[config.mk]
export PLATFORM = sky130hd
export DESIGN_NAME = spst_queue
export DESIGN_NICKNAME = d
export VERILOG_FILES = /design/src/hdl/assert_macros.svh /design/src/hdl/spst_pkg.sv /design/src/hdl/spst_queue.sv
export SDC_FILE = /design/constraint.sdc
export NUM_CORES = 1
export LEC_CHECK = 0
export ABC_CLOCK_PERIOD_IN_PS = 10320
export BUFFER_PORTS_ARGS = -buffer_cell sky130_fd_sc_hd__buf_2
export CAP_MARGIN = 20
export CORE_UTILIZATION = 50
export CTS_BUF_LIST = sky130_fd_sc_hd__clkbuf_8
export CTS_CLUSTER_DIAMETER = 100
export DETAILED_ROUTE_END_ITERATION = 10
export MAX_ROUTING_LAYER = met4
export PLACE_DENSITY = 0.81
export RECOVER_POWER = 25
export SYNTH_ARGS = -nofsm -noshare
export SYNTH_HDL_FRONTEND = slang
export SYNTH_SLANG_ARGS = --single-unit
[constraint.sdc]
create_clock -name i_clk -period 10.32 [get_ports i_clk]
set_input_delay 2.58 -clock i_clk [delete_from_list [all_inputs] [get_ports i_clk]]
set_output_delay 2.58 -clock i_clk [all_outputs]
set_load 0.02 [all_outputs]
[src/hdl/assert_macros.svh]
// assertion macros used by the rtl top level
// expects i_clk and i_rst_n in the scope where a macro is used
`ifndef ASSERT_MACROS_SVH
`define ASSERT_MACROS_SVH

// condition in a cycle implies a check in the same cycle
`define SPST_ASSERT_IMPL(label, cond, check, msg) \
    label: assert property (@(posedge i_clk) disable iff (!i_rst_n) \
        (cond) |-> (check)) else $error(msg);

// condition in a cycle implies a check in the next cycle
`define SPST_ASSERT_NEXT(label, cond, check, msg) \
    label: assert property (@(posedge i_clk) disable iff (!i_rst_n) \
        (cond) |=> (check)) else $error(msg);

`endif

[src/hdl/spst_pkg.sv]
// shared constants, codes and types of the sparse page shadow table
// no dependencies
package spst_pkg;

    // geometry
    localparam int unsigned ADDR_BITS   = 48;
    localparam int unsigned PAGE_WORDS  = 512;
    localparam int unsigned NUM_PAGES   = 16;
    localparam int unsigned WORD_BYTES  = 8;
    localparam int unsigned DATA_BITS   = 64;
    localparam int unsigned STAT_BITS   = 2;

    localparam int unsigned BYTE_BITS   = $clog2(WORD_BYTES);
    localparam int unsigned OFFS_BITS   = $clog2(PAGE_WORDS);
    localparam int unsigned PAGE_LSB    = BYTE_BITS + OFFS_BITS;
    localparam int unsigned TAG_BITS    = ADDR_BITS - PAGE_LSB;
    localparam int unsigned SLOT_BITS   = (NUM_PAGES > 1) ? $clog2(NUM_PAGES) : 1;
    localparam int unsigned CNT_BITS    = $clog2(NUM_PAGES + 1);
    localparam int unsigned IDX_BITS    = SLOT_BITS + OFFS_BITS;
    localparam int unsigned TOTAL_WORDS = NUM_PAGES * PAGE_WORDS;
    localparam int unsigned MEM_BITS    = DATA_BITS + 1;

    // command queue between front and back
    localparam int unsigned QDEPTH      = 2;
    localparam int unsigned QPTR_BITS   = $clog2(QDEPTH);

    // operation codes
    localparam logic OP_WRITE  = 1'b0;
    localparam logic OP_LOOKUP = 1'b1;

    typedef enum logic [STAT_BITS-1:0] {
        ST_OK        = 2'd0,
        ST_UNALIGNED = 2'd1,
        ST_NO_SLOT   = 2'd2
    } t_status;

    typedef enum logic [1:0] {
        CMD_NONE  = 2'd0,
        CMD_WRITE = 2'd1,
        CMD_READ  = 2'd2
    } t_cmd_kind;

    typedef struct packed {
        t_cmd_kind              kind;
        logic [IDX_BITS-1:0]    idx;
        logic [DATA_BITS-1:0]   value;
        t_status                status;
    } t_cmd;

    typedef struct packed {
        logic [CNT_BITS-1:0] slots_allocated;
    } t_front_stat;

    typedef struct packed {
        logic clearing;
    } t_back_stat;

endpackage

[src/hdl/spst_queue.sv]
// short command queue between front and back
// depends on spst_pkg
module spst_queue (
    input  logic            i_clk,
    input  logic            i_rst_n,
    input  logic            i_push,
    input  spst_pkg::t_cmd  i_cmd,
    output logic            o_full,
    input  logic            i_pop,
    output spst_pkg::t_cmd  o_cmd,
    output logic            o_empty
);

    spst_pkg::t_cmd                r_entries [spst_pkg::QDEPTH];
    logic [spst_pkg::QPTR_BITS-1:0] r_wr_ptr;
    logic [spst_pkg::QPTR_BITS-1:0] r_rd_ptr;
    logic [spst_pkg::QPTR_BITS:0]   r_count;
    logic                           w_push;
    logic                           w_pop;

    assign o_full  = (r_count == (spst_pkg::QPTR_BITS+1)'(spst_pkg::QDEPTH));
    assign o_empty = (r_count == '0);
    assign o_cmd   = r_entries[r_rd_ptr];
    assign w_push  = i_push && !o_full;
    assign w_pop   = i_pop && !o_empty;

    // pointers and fill level
    always_ff @(posedge i_clk) begin
        if (!i_rst_n) begin
            r_wr_ptr <= '0;
            r_rd_ptr <= '0;
            r_count  <= '0;
        end else begin
            if (w_push) begin
                r_wr_ptr <= r_wr_ptr + spst_pkg::QPTR_BITS'(1);
            end
            if (w_pop) begin
                r_rd_ptr <= r_rd_ptr + spst_pkg::QPTR_BITS'(1);
            end
            if (w_push && !w_pop) begin
                r_count <= r_count + (spst_pkg::QPTR_BITS+1)'(1);
            end else if (w_pop && !w_push) begin
                r_count <= r_count - (spst_pkg::QPTR_BITS+1)'(1);
            end
        end
    end

    // entry storage
    always_ff @(posedge i_clk) begin
        if (w_push) begin
            r_entries[r_wr_ptr] <= i_cmd;
        end
    end

endmodule

# ---- Word level (Yosys, flattened, before mapping)
# Memories as Yosys holds them, arrays and structs flattened. A register that Yosys moved wholly into a read port is not among the register bits.
# Cells that the tools add are included.
dict set report totals {
  register_bits 4
  ram_bits 162
  output_inout_bits 83
  memories 1
}
dict set report classes {
  addsub 4
  n_eq_ne 1
  n_mux 6
  n_reduce_logical 10
}
# memory depth word_bits rd rd_clocked_by_memory_dff write_ports line
set mem_list {}
lappend mem_list {r_entries 2 81 1 1 1 spst_queue.sv:14} ;# spst_pkg::t_cmd r_entries [spst_pkg::QDEPTH];
# op count
set ops {}
lappend ops {{logical AND 1 bit} 4}
lappend ops {{zero test 1 bit} 4}
lappend ops {{2-to-1 mux 1 bit} 4}
lappend ops {{2-to-1 mux 2 bit} 2}
lappend ops {{adder 1 bit, second input constant} 2}
lappend ops {{adder 2 x 1 -> 2 bit, second input constant} 1}
lappend ops {{equality test 2 bit, second input constant} 1}
lappend ops {{zero test 2 bit} 1}
lappend ops {{nonzero test 2 bit} 1}
lappend ops {{subtractor 2 x 1 -> 2 bit, second input constant} 1}

# ---- Logic depth before layout (Yosys ltp)
# Gate-level depths: netlist (run 1).
dict set report logic_depth {
  depth_word 7
  mapped_depth 7
  ltp_nobuf 7
}

# ---- Least setup slack after synthesis (run 1)
# No wires, ideal clock.
dict set report synth_path {
  path_type {input to register}
  from {input i_push}
  to {memory r_entries[0][0] (netlist bit), enable pin}
  setup_time_ps 507
  arrival_ps 5812
  required_time_ps 9813
  setup_slack_ps 4000
  cell_stages 2
  cell_sequence {inv_1 nor3_2}
}
dict set report synth_via {
  elab_chain_len 3
}
# element line
set synth_rtl {}
lappend synth_rtl {{from (decl)} spst_queue.sv:6} ;# input logic i_push,
lappend synth_rtl {{logical AND 1 bit} spst_queue.sv:24} ;# assign w_push = i_push && !o_full;
lappend synth_rtl {{2-to-1 mux 1 bit} spst_queue.sv:50} ;# if (w_push) begin
lappend synth_rtl {{2-to-1 mux 1 bit (implied by the code)} spst_queue.sv:51} ;# r_entries[r_wr_ptr] <= i_cmd;
lappend synth_rtl {{to (decl)} spst_queue.sv:14}
# No other way between the ends.

==> metrics.txt, run 1 <==
status=finished clean; initial core utilization=between 50% and 60%; Tightest Pin Transition=between 1 and 1.5 ns; internal power=1350 uW; Post-Synth XOR/XNOR Area=0.430%; CTS Buffer Depth=2; Max Cap Viol=0; Post-CTS Resized=0; CP endpoint kind=output port; total negative slack=0 ns; CP max stage cell=dfxtp_4; Psw=between 500 and 600 uW; share of layout cells above drive strength 1=57.7%; clk_skew=0.00751 ns; Max Transition Viols Final=0; Antenna Diode Count=0; die footprint=~13,000 sq um; FF-to-FF Start=r_count[0]$_SDFFE_PN0P_; Worst R2R End=r_count[1]$_SDFFE_PN0P_; DR iter-0 viols=178; CTS tree=yes; Wirelength per Cell=roughly 17 microns; total number of vias=3,101; post-synth top area share=between 70% and 80%; drt via density=about 5.1; simple-gate share of the synthesized area=0.902%; clk root buf=clkbuf_8; Worst Setup Path Type=reg2out; Placed Instance Area=a little over 7000 sq um; startpoint types=flip-flop; r2r setup slk=roughly 8.6 ns; RSZ-0062 raised after global routing=false; crit-path max FO=between 80 and 90; Die Ht=113 microns; initial antenna violation count=0; HP Start=r_count[1]$_SDFFE_PN0P_; IO buf count=between 150 and 200; final hold vios=0; Worst-path clk slew=approximately 0.07 ns; CP bufs+invs=1; Gate Count Post-Synth=around 280; Adder-Cell Fraction of Synth Area=less than 1%; Min-Delay Endpoint=r_count[1]$_SDFFE_PN0P_; CTS Sinks=between 150 and 200; Netlist cell types=21; fin crit share=a little under half; Post-Syn Nets=approximately 360; clock latency at the later pin of the worst-skew pair=0.44 ns; main combinational cell family by area after synthesis=multiplexers; I/O pins=about 170; layout net count=between 500 and 600; Clock power frac=around a quarter; synthesized flop and latch total=167; Post-DRT Antenna Nets=0; hpwl dp=around 6.6 mm; power density over the cells=around 250 nW/um^2; CORE AREA=11,700 sq um; asr flop ratio synth=0%; Max IR drop VDD=0.253 mV; area leader, netlist=edfxtp_1; most frequent cell after synthesis=edfxtp_1; Worst Hold Class=reg2reg; design area=approximately 7500 sq um; endpoints failing setup=0; max_slew headroom=between 20 and 30%; Required @ worst endpoint=~7.7 ns; yosys warns=0; fmax=~210 MHz; first-pass GRT wire length=between 15 and 20 mm; Pre-antenna DRT Iters=4; fin crit period=between 4 and 5 ns; combinational power share=between 20 and 30%; setup repair bufs after CTS=0; Flop pwr share=48.0%; vias in the first global route=3,147; num rows=39; Layout Area Growth over Synthesis=23.0%; count of flip-flops with a built-in enable after synthesis=between 150 and 200; Post-synth top cells=edfxtp_1 (162), mux2_2 (81), buf_6 (8); Avg Synthesized Cell Area=around 22 sq um; Sw Share=between 20 and 30%; TritonCTS Buffers=17; detailed-route DRC error count=0; Routed WL=10.3 mm; grt ovf=0; sequential area share after synthesis=slightly above 80%; largest net degree at the start of global routing=82; Mapped Area=6110 sq um; post-synthesis mux area share=14.9%; critical path cell sequence=mux2_2 > buf_2; Pleak=0.00277 uW; fill count=roughly 830; H-tree lvl count=4; R2R cell count=6; largest cells by area after synthesis=edfxtp_1 (80%), mux2_2 (15%), dfxtp_1 (1.6%); gpl congestion=a little over 0.7; prevailing post-synth register cell=edfxtp_1; CP delay by family, top=flip-flops; CTS Hold Buffers Added=0; Largest stage delay, worst path=~1.1 ns; All-Layer GR Usage=17.5%; Die Wd=between 100 and 150 microns; Data arrival, critical path=~2.1 ns; Worst path depth=2; compound-cell area share of the yosys netlist=less than 1%; hold depth=2
## final cells by class
cell class | count | area [sq um] | share of cell area [%]
clock buffers | 17 | 234 | 3.12
clock inverters | 15 | 210 | 2.80
inverters | 2 | 7.51 | 0.100
multi-input cells | 99 | 1050 | 14.0
flip-flops and latches | 167 | 4970 | 66.2
well taps | 143 | 179 | 2.38
repair buffers | 170 | 862 | 11.5
## sequential cells by signal (all words and copies together), names as in the netlist, named ones only
| signal | flops |
|---|---|
| r_entries | 162 |
| r_count | 2 |
| r_rd_ptr | 1 |
| r_wr_ptr | 1 |
## layer usage
layer	track usage [%]	share of wire (%)
met1	20.0	41
met2	28.1	52
met3	4.91	5.6
met4	9.42	1.9
met5	-	0
## worst register-to-register path, cell delays in order, from the launching register on
cell	delay (ns)
dfxtp_1	0.36
nand2b_1	0.20
inv_2	0.10
nor2_1	0.05
ha_1	0.33
or3_1	0.37
a21boi_1	0.21
## placed cells by master, fill, tap and decap left out, types with 3 or more instances in the layout
cell | netlist | routed
and2_1 | 3 | 3
buf_2 | 1 | 154
bufinv_16 | 0 | 5
clkbuf_1 | 0 | 13
clkbuf_8 | 0 | 17
clkinvlp_4 | 0 | 4
dfxtp_1 | 5 | 4
edfxtp_1 | 162 | 162
mux2_2 | 81 | 81
## power by group through the flow
stage          clock network, uW  registers, uW  logic (uW)
2_1_floorplan                  0            890         390
4_1_cts                      518            921         494
3_5_place_dp                   0            936         491
5_1_grt                      541            930         519
3_3_place_gp                   0            928         482
6_report                     505            916         489
## cell families (layout without fill, tap and decap cells)
| logic type | count (synthesis) | count (layout) |
|---|---|---|
| flip-flops | 167 | 167 |
| multiplexers | 81 | 81 |
| buffers and inverters | 11 | 204 |
| AND/OR/NAND/NOR | 9 | 9 |
| AO/OA/AOI/OAI | 5 | 5 |
| XOR/XNOR | 3 | 3 |
| adder cells (fa/ha/maj) | 1 | 1 |
## through the flow
stage | hold WS [ns] | worst slack (ns) | util (%) | cells | power [uW]
6_report | 0.578 | 5.60 | 64.4 | 613 | 1910
5_1_grt | 0.599 | 5.44 | 64.4 | 613 | 1990
4_1_cts | 0.589 | 5.53 | 64.3 | 612 | 1930
3_5_place_dp | 0.572 | 6.02 | 60.5 | 580 | 1430
3_3_place_gp | 0.493 | 6.05 | 60.5 | 580 | 1410
2_1_floorplan | 0.483 | 4.00 | - | 277 | 1280
## worst max-delay path by stage
stage                     startpoint                        end  slack [ns]
after floorplan               i_push  r_entries[0][0]$_DFFE_PP_        4.00
after global placement     flip-flop                  o_cmd[42]        6.05
after detailed placement   flip-flop                  o_cmd[42]        6.02
after CTS                  flip-flop                  o_cmd[42]        5.53
after global routing       flip-flop                  o_cmd[42]        5.44
final                      flip-flop                  o_cmd[42]        5.60
(Power assumes the default switching activity.)
==> run 2, diff against run 1 <==
- ABC_AREA: not set -> 1
- ABC_CLOCK_PERIOD_IN_PS: 10320 -> 4100
- CORE_UTILIZATION: 50 -> 49
- PLACE_DENSITY: 0.81 -> 0.82
- clock period: 10.32 -> 4.1 ns (I/O delays scaled with it)
==> metrics.txt, run 2 <==
status=finished clean; Tightest Pin Transition=0.746 ns (-0.318 ns); Multi-input gate area=1340 sq um (+28%); simple-gate share of the synthesized area=1.16% (+0.25 points); hpwl dp=7.21 mm (+8.5%); All-Layer GR Usage=16.6% (-0.87 points); most frequent cell after synthesis=edfxtp_1; register area=4970 sq um (unchanged); grt ovf=0 (unchanged); RSZ-0062 raised after global routing=false; die footprint=13,700 sq um (+8.4%); clk root buf=clkbuf_8; max_slew headroom=50.1% (+21 points); synthesized flop and latch total=167 (unchanged); gpl congestion=0.703 (-1.1%); CORE AREA=12,800 sq um (+9.5%); clock latency at the later pin of the worst-skew pair=0.44 ns (about the same); detailed-route DRC error count=0 (unchanged); Max IR drop VDD=0.382 mV (+51%); placed insts=627 (+8.1%); fmax=about 340 MHz; I/O pins=168 (unchanged); Max Transition Viols Final=0 (unchanged); Post-Syn Nets=376 (+3.6%); Largest register FFs=162 (unchanged); Gate Count Post-Synth=290 (+4.7%); asr flop ratio synth=0% (unchanged); Antenna Diode Count=0 (unchanged); initial core utilization=50.8% (-1.5 points); Worst Hold Class=reg2reg; largest cells by area after synthesis=edfxtp_1 (75%), mux2_4 (18%), buf_12 (2.5%); most common cell after layout, fill and taps aside=edfxtp_1; drt via density=4.79 (-5.2%); TritonCTS Buffers=17 (unchanged); count of flip-flops with a built-in enable after synthesis=162 (unchanged); DR iter-0 viols=143 (-20%); Non-Filler Instances=659 (+7.5%); power density over the cells=610 nW/um^2 (+140%); Mapped Area=6490 sq um (+6.4%); CTS Hold Buffers Added=0 (unchanged); Die Wd=117 microns (+4.1%); Largest Register=r_entries; CP endpoint kind=output port; Required @ worst endpoint=3.07 ns (-4.67 ns); design area=7860 sq um (+4.7%); Routed WL=10.6 mm (+3.0%); Netlist cell types=15 (-29%); most frequent cells in the layout=edfxtp_1 (162), buf_2 (148), mux2_4 (80); total negative slack=0 ns (unchanged); CTS tree=yes; CTS Buffer Depth=2 (unchanged); Post-DRT Antenna Nets=0 (unchanged); main combinational cell family by area after synthesis=multiplexers; vias in the first global route=3,153 (+0.19%); compound-cell area share of the yosys netlist=0.366% (-0.17 points); Placed Instance Area=7480 sq um (+6.0%); crit-path max FO=32 (-60%); share of layout cells above drive strength 1=54.4% (-3.2 points); Pre-antenna DRT Iters=4 (unchanged); largest net degree at the start of global routing=43 (-48%); Pleak=0.00309 uW (+12%); Die Ht=117 microns (+4.1%); total number of vias=3,159 (+1.9%); initial antenna violation count=0 (unchanged); area leader, netlist=edfxtp_1; fill count=935 (+13%); CTS Sinks=167 (unchanged); prevailing post-synth register cell=edfxtp_1; Avg Synthesized Cell Area=22.4 sq um (+1.6%); Worst-path clk slew=0.07 ns (about the same); Adder-Cell Fraction of Synth Area=0.193% (-0.012 points); Post-CTS Resized=0 (unchanged); Wirelength per Cell=16.1 microns (-4.2%); startpoint types=flip-flop; setup repair bufs after CTS=0 (unchanged); endpoints failing setup=0 (unchanged); post-synth top area share=74.9% (-4.8 points); clk_skew=0.00767 ns (+0.000155 ns); Max Cap Viol=0 (unchanged); yosys warns=0 (unchanged); fin crit period=roughly 3.0 ns; Data arrival, critical path=1.94 ns (-0.20 ns); Post-synth top cells=edfxtp_1 (162), mux2_4 (80), nor2_1 (11); IO buf count=167 (unchanged); Post-Synth XOR/XNOR Area=0% (-0.43 points); Worst Setup Path Type=reg2out; H-tree lvl count=4 (unchanged); fin crit share=around 72%; Layout Area Growth over Synthesis=21.1%; final hold vios=0 (unchanged); biggest regs=r_entries (162), r_count (2); num rows=41 (+5.1%); sequential area share after synthesis=76.5% (-4.9 points); layout net count=560 (+3.1%); first-pass GRT wire length=15.6 mm (+1.2%); post-synthesis mux area share=18.7% (+3.7 points)
[run 2: per-layer routing]
layer / GRT usage, % / wire [microns] / vias to the layer above
li1: - / - / 1485
met1: 18.6 / 4480 / 1530
met2: 27.2 / 5320 / 129
met3: 5.05 / 657 / 15
met4: 7.85 / 170 / 0
met5: - / 0 / -
[run 2: metrics by stage]
stage | worst slack [ns] | hold WS, ns | total power, uW | util (%)
after floorplan | -0.890 | 0.467 | 3360 | -
after global placement | 1.55 | 0.483 | 3640 | 58.6
after detailed placement | 1.54 | 0.496 | 3680 | 58.6
after CTS | 1.07 | 0.523 | 4850 | 61.7
after global routing | 1.02 | 0.574 | 5020 | 61.5
final | 1.13 | 0.521 | 4790 | 61.5
[run 2: final cells by class]
type                       count  area share (%)
sequential                   167            63.2
multi-input combinational    105            17.0
timing repair buffer         174            11.5
clock buffer                  17            2.98
tap                          172            2.74
clock inverter                15            2.15
inverter                       9           0.430
[run 2: worst max-delay path, stage by stage (launching register included)]
cell and delay (ns):
dfxtp_4 0.44, buf_4 0.52, mux2_4 0.36, buf_2 0.16
[run 2: path summary, 6_finish.rpt]
check	start	end	slack, ns	cells past startpoint
worst min register to register	r_rd_ptr$_SDFFE_PN0P_	r_rd_ptr$_SDFFE_PN0P_	0.52	2
worst max register to register	r_count[0]$_SDFFE_PN0P_	r_entries[1][28]$_DFFE_PP_	2.20	3
worst max-delay path	flip-flop	o_cmd[29]	1.13	3
worst min-delay path	r_rd_ptr$_SDFFE_PN0P_	r_rd_ptr$_SDFFE_PN0P_	0.52	2
[run 2: kinds of logic after synthesis]
group | after synthesis
DFF | 167
and+or+nand+nor | 19
AOI/OAI and AO/OA | 4
muxes | 81
buffers and inverters | 18
adders and majority gates | 1
[run 2: report_power, final]
group | switching [uW] | internal (uW) | leakage (uW)
Sequential | 78.1 | 2160 | 0.00155
Combinational | 773 | 609 | 0.00133
Clock | 534 | 644 | 0.000213
Total | 1390 | 3410 | 0.00309
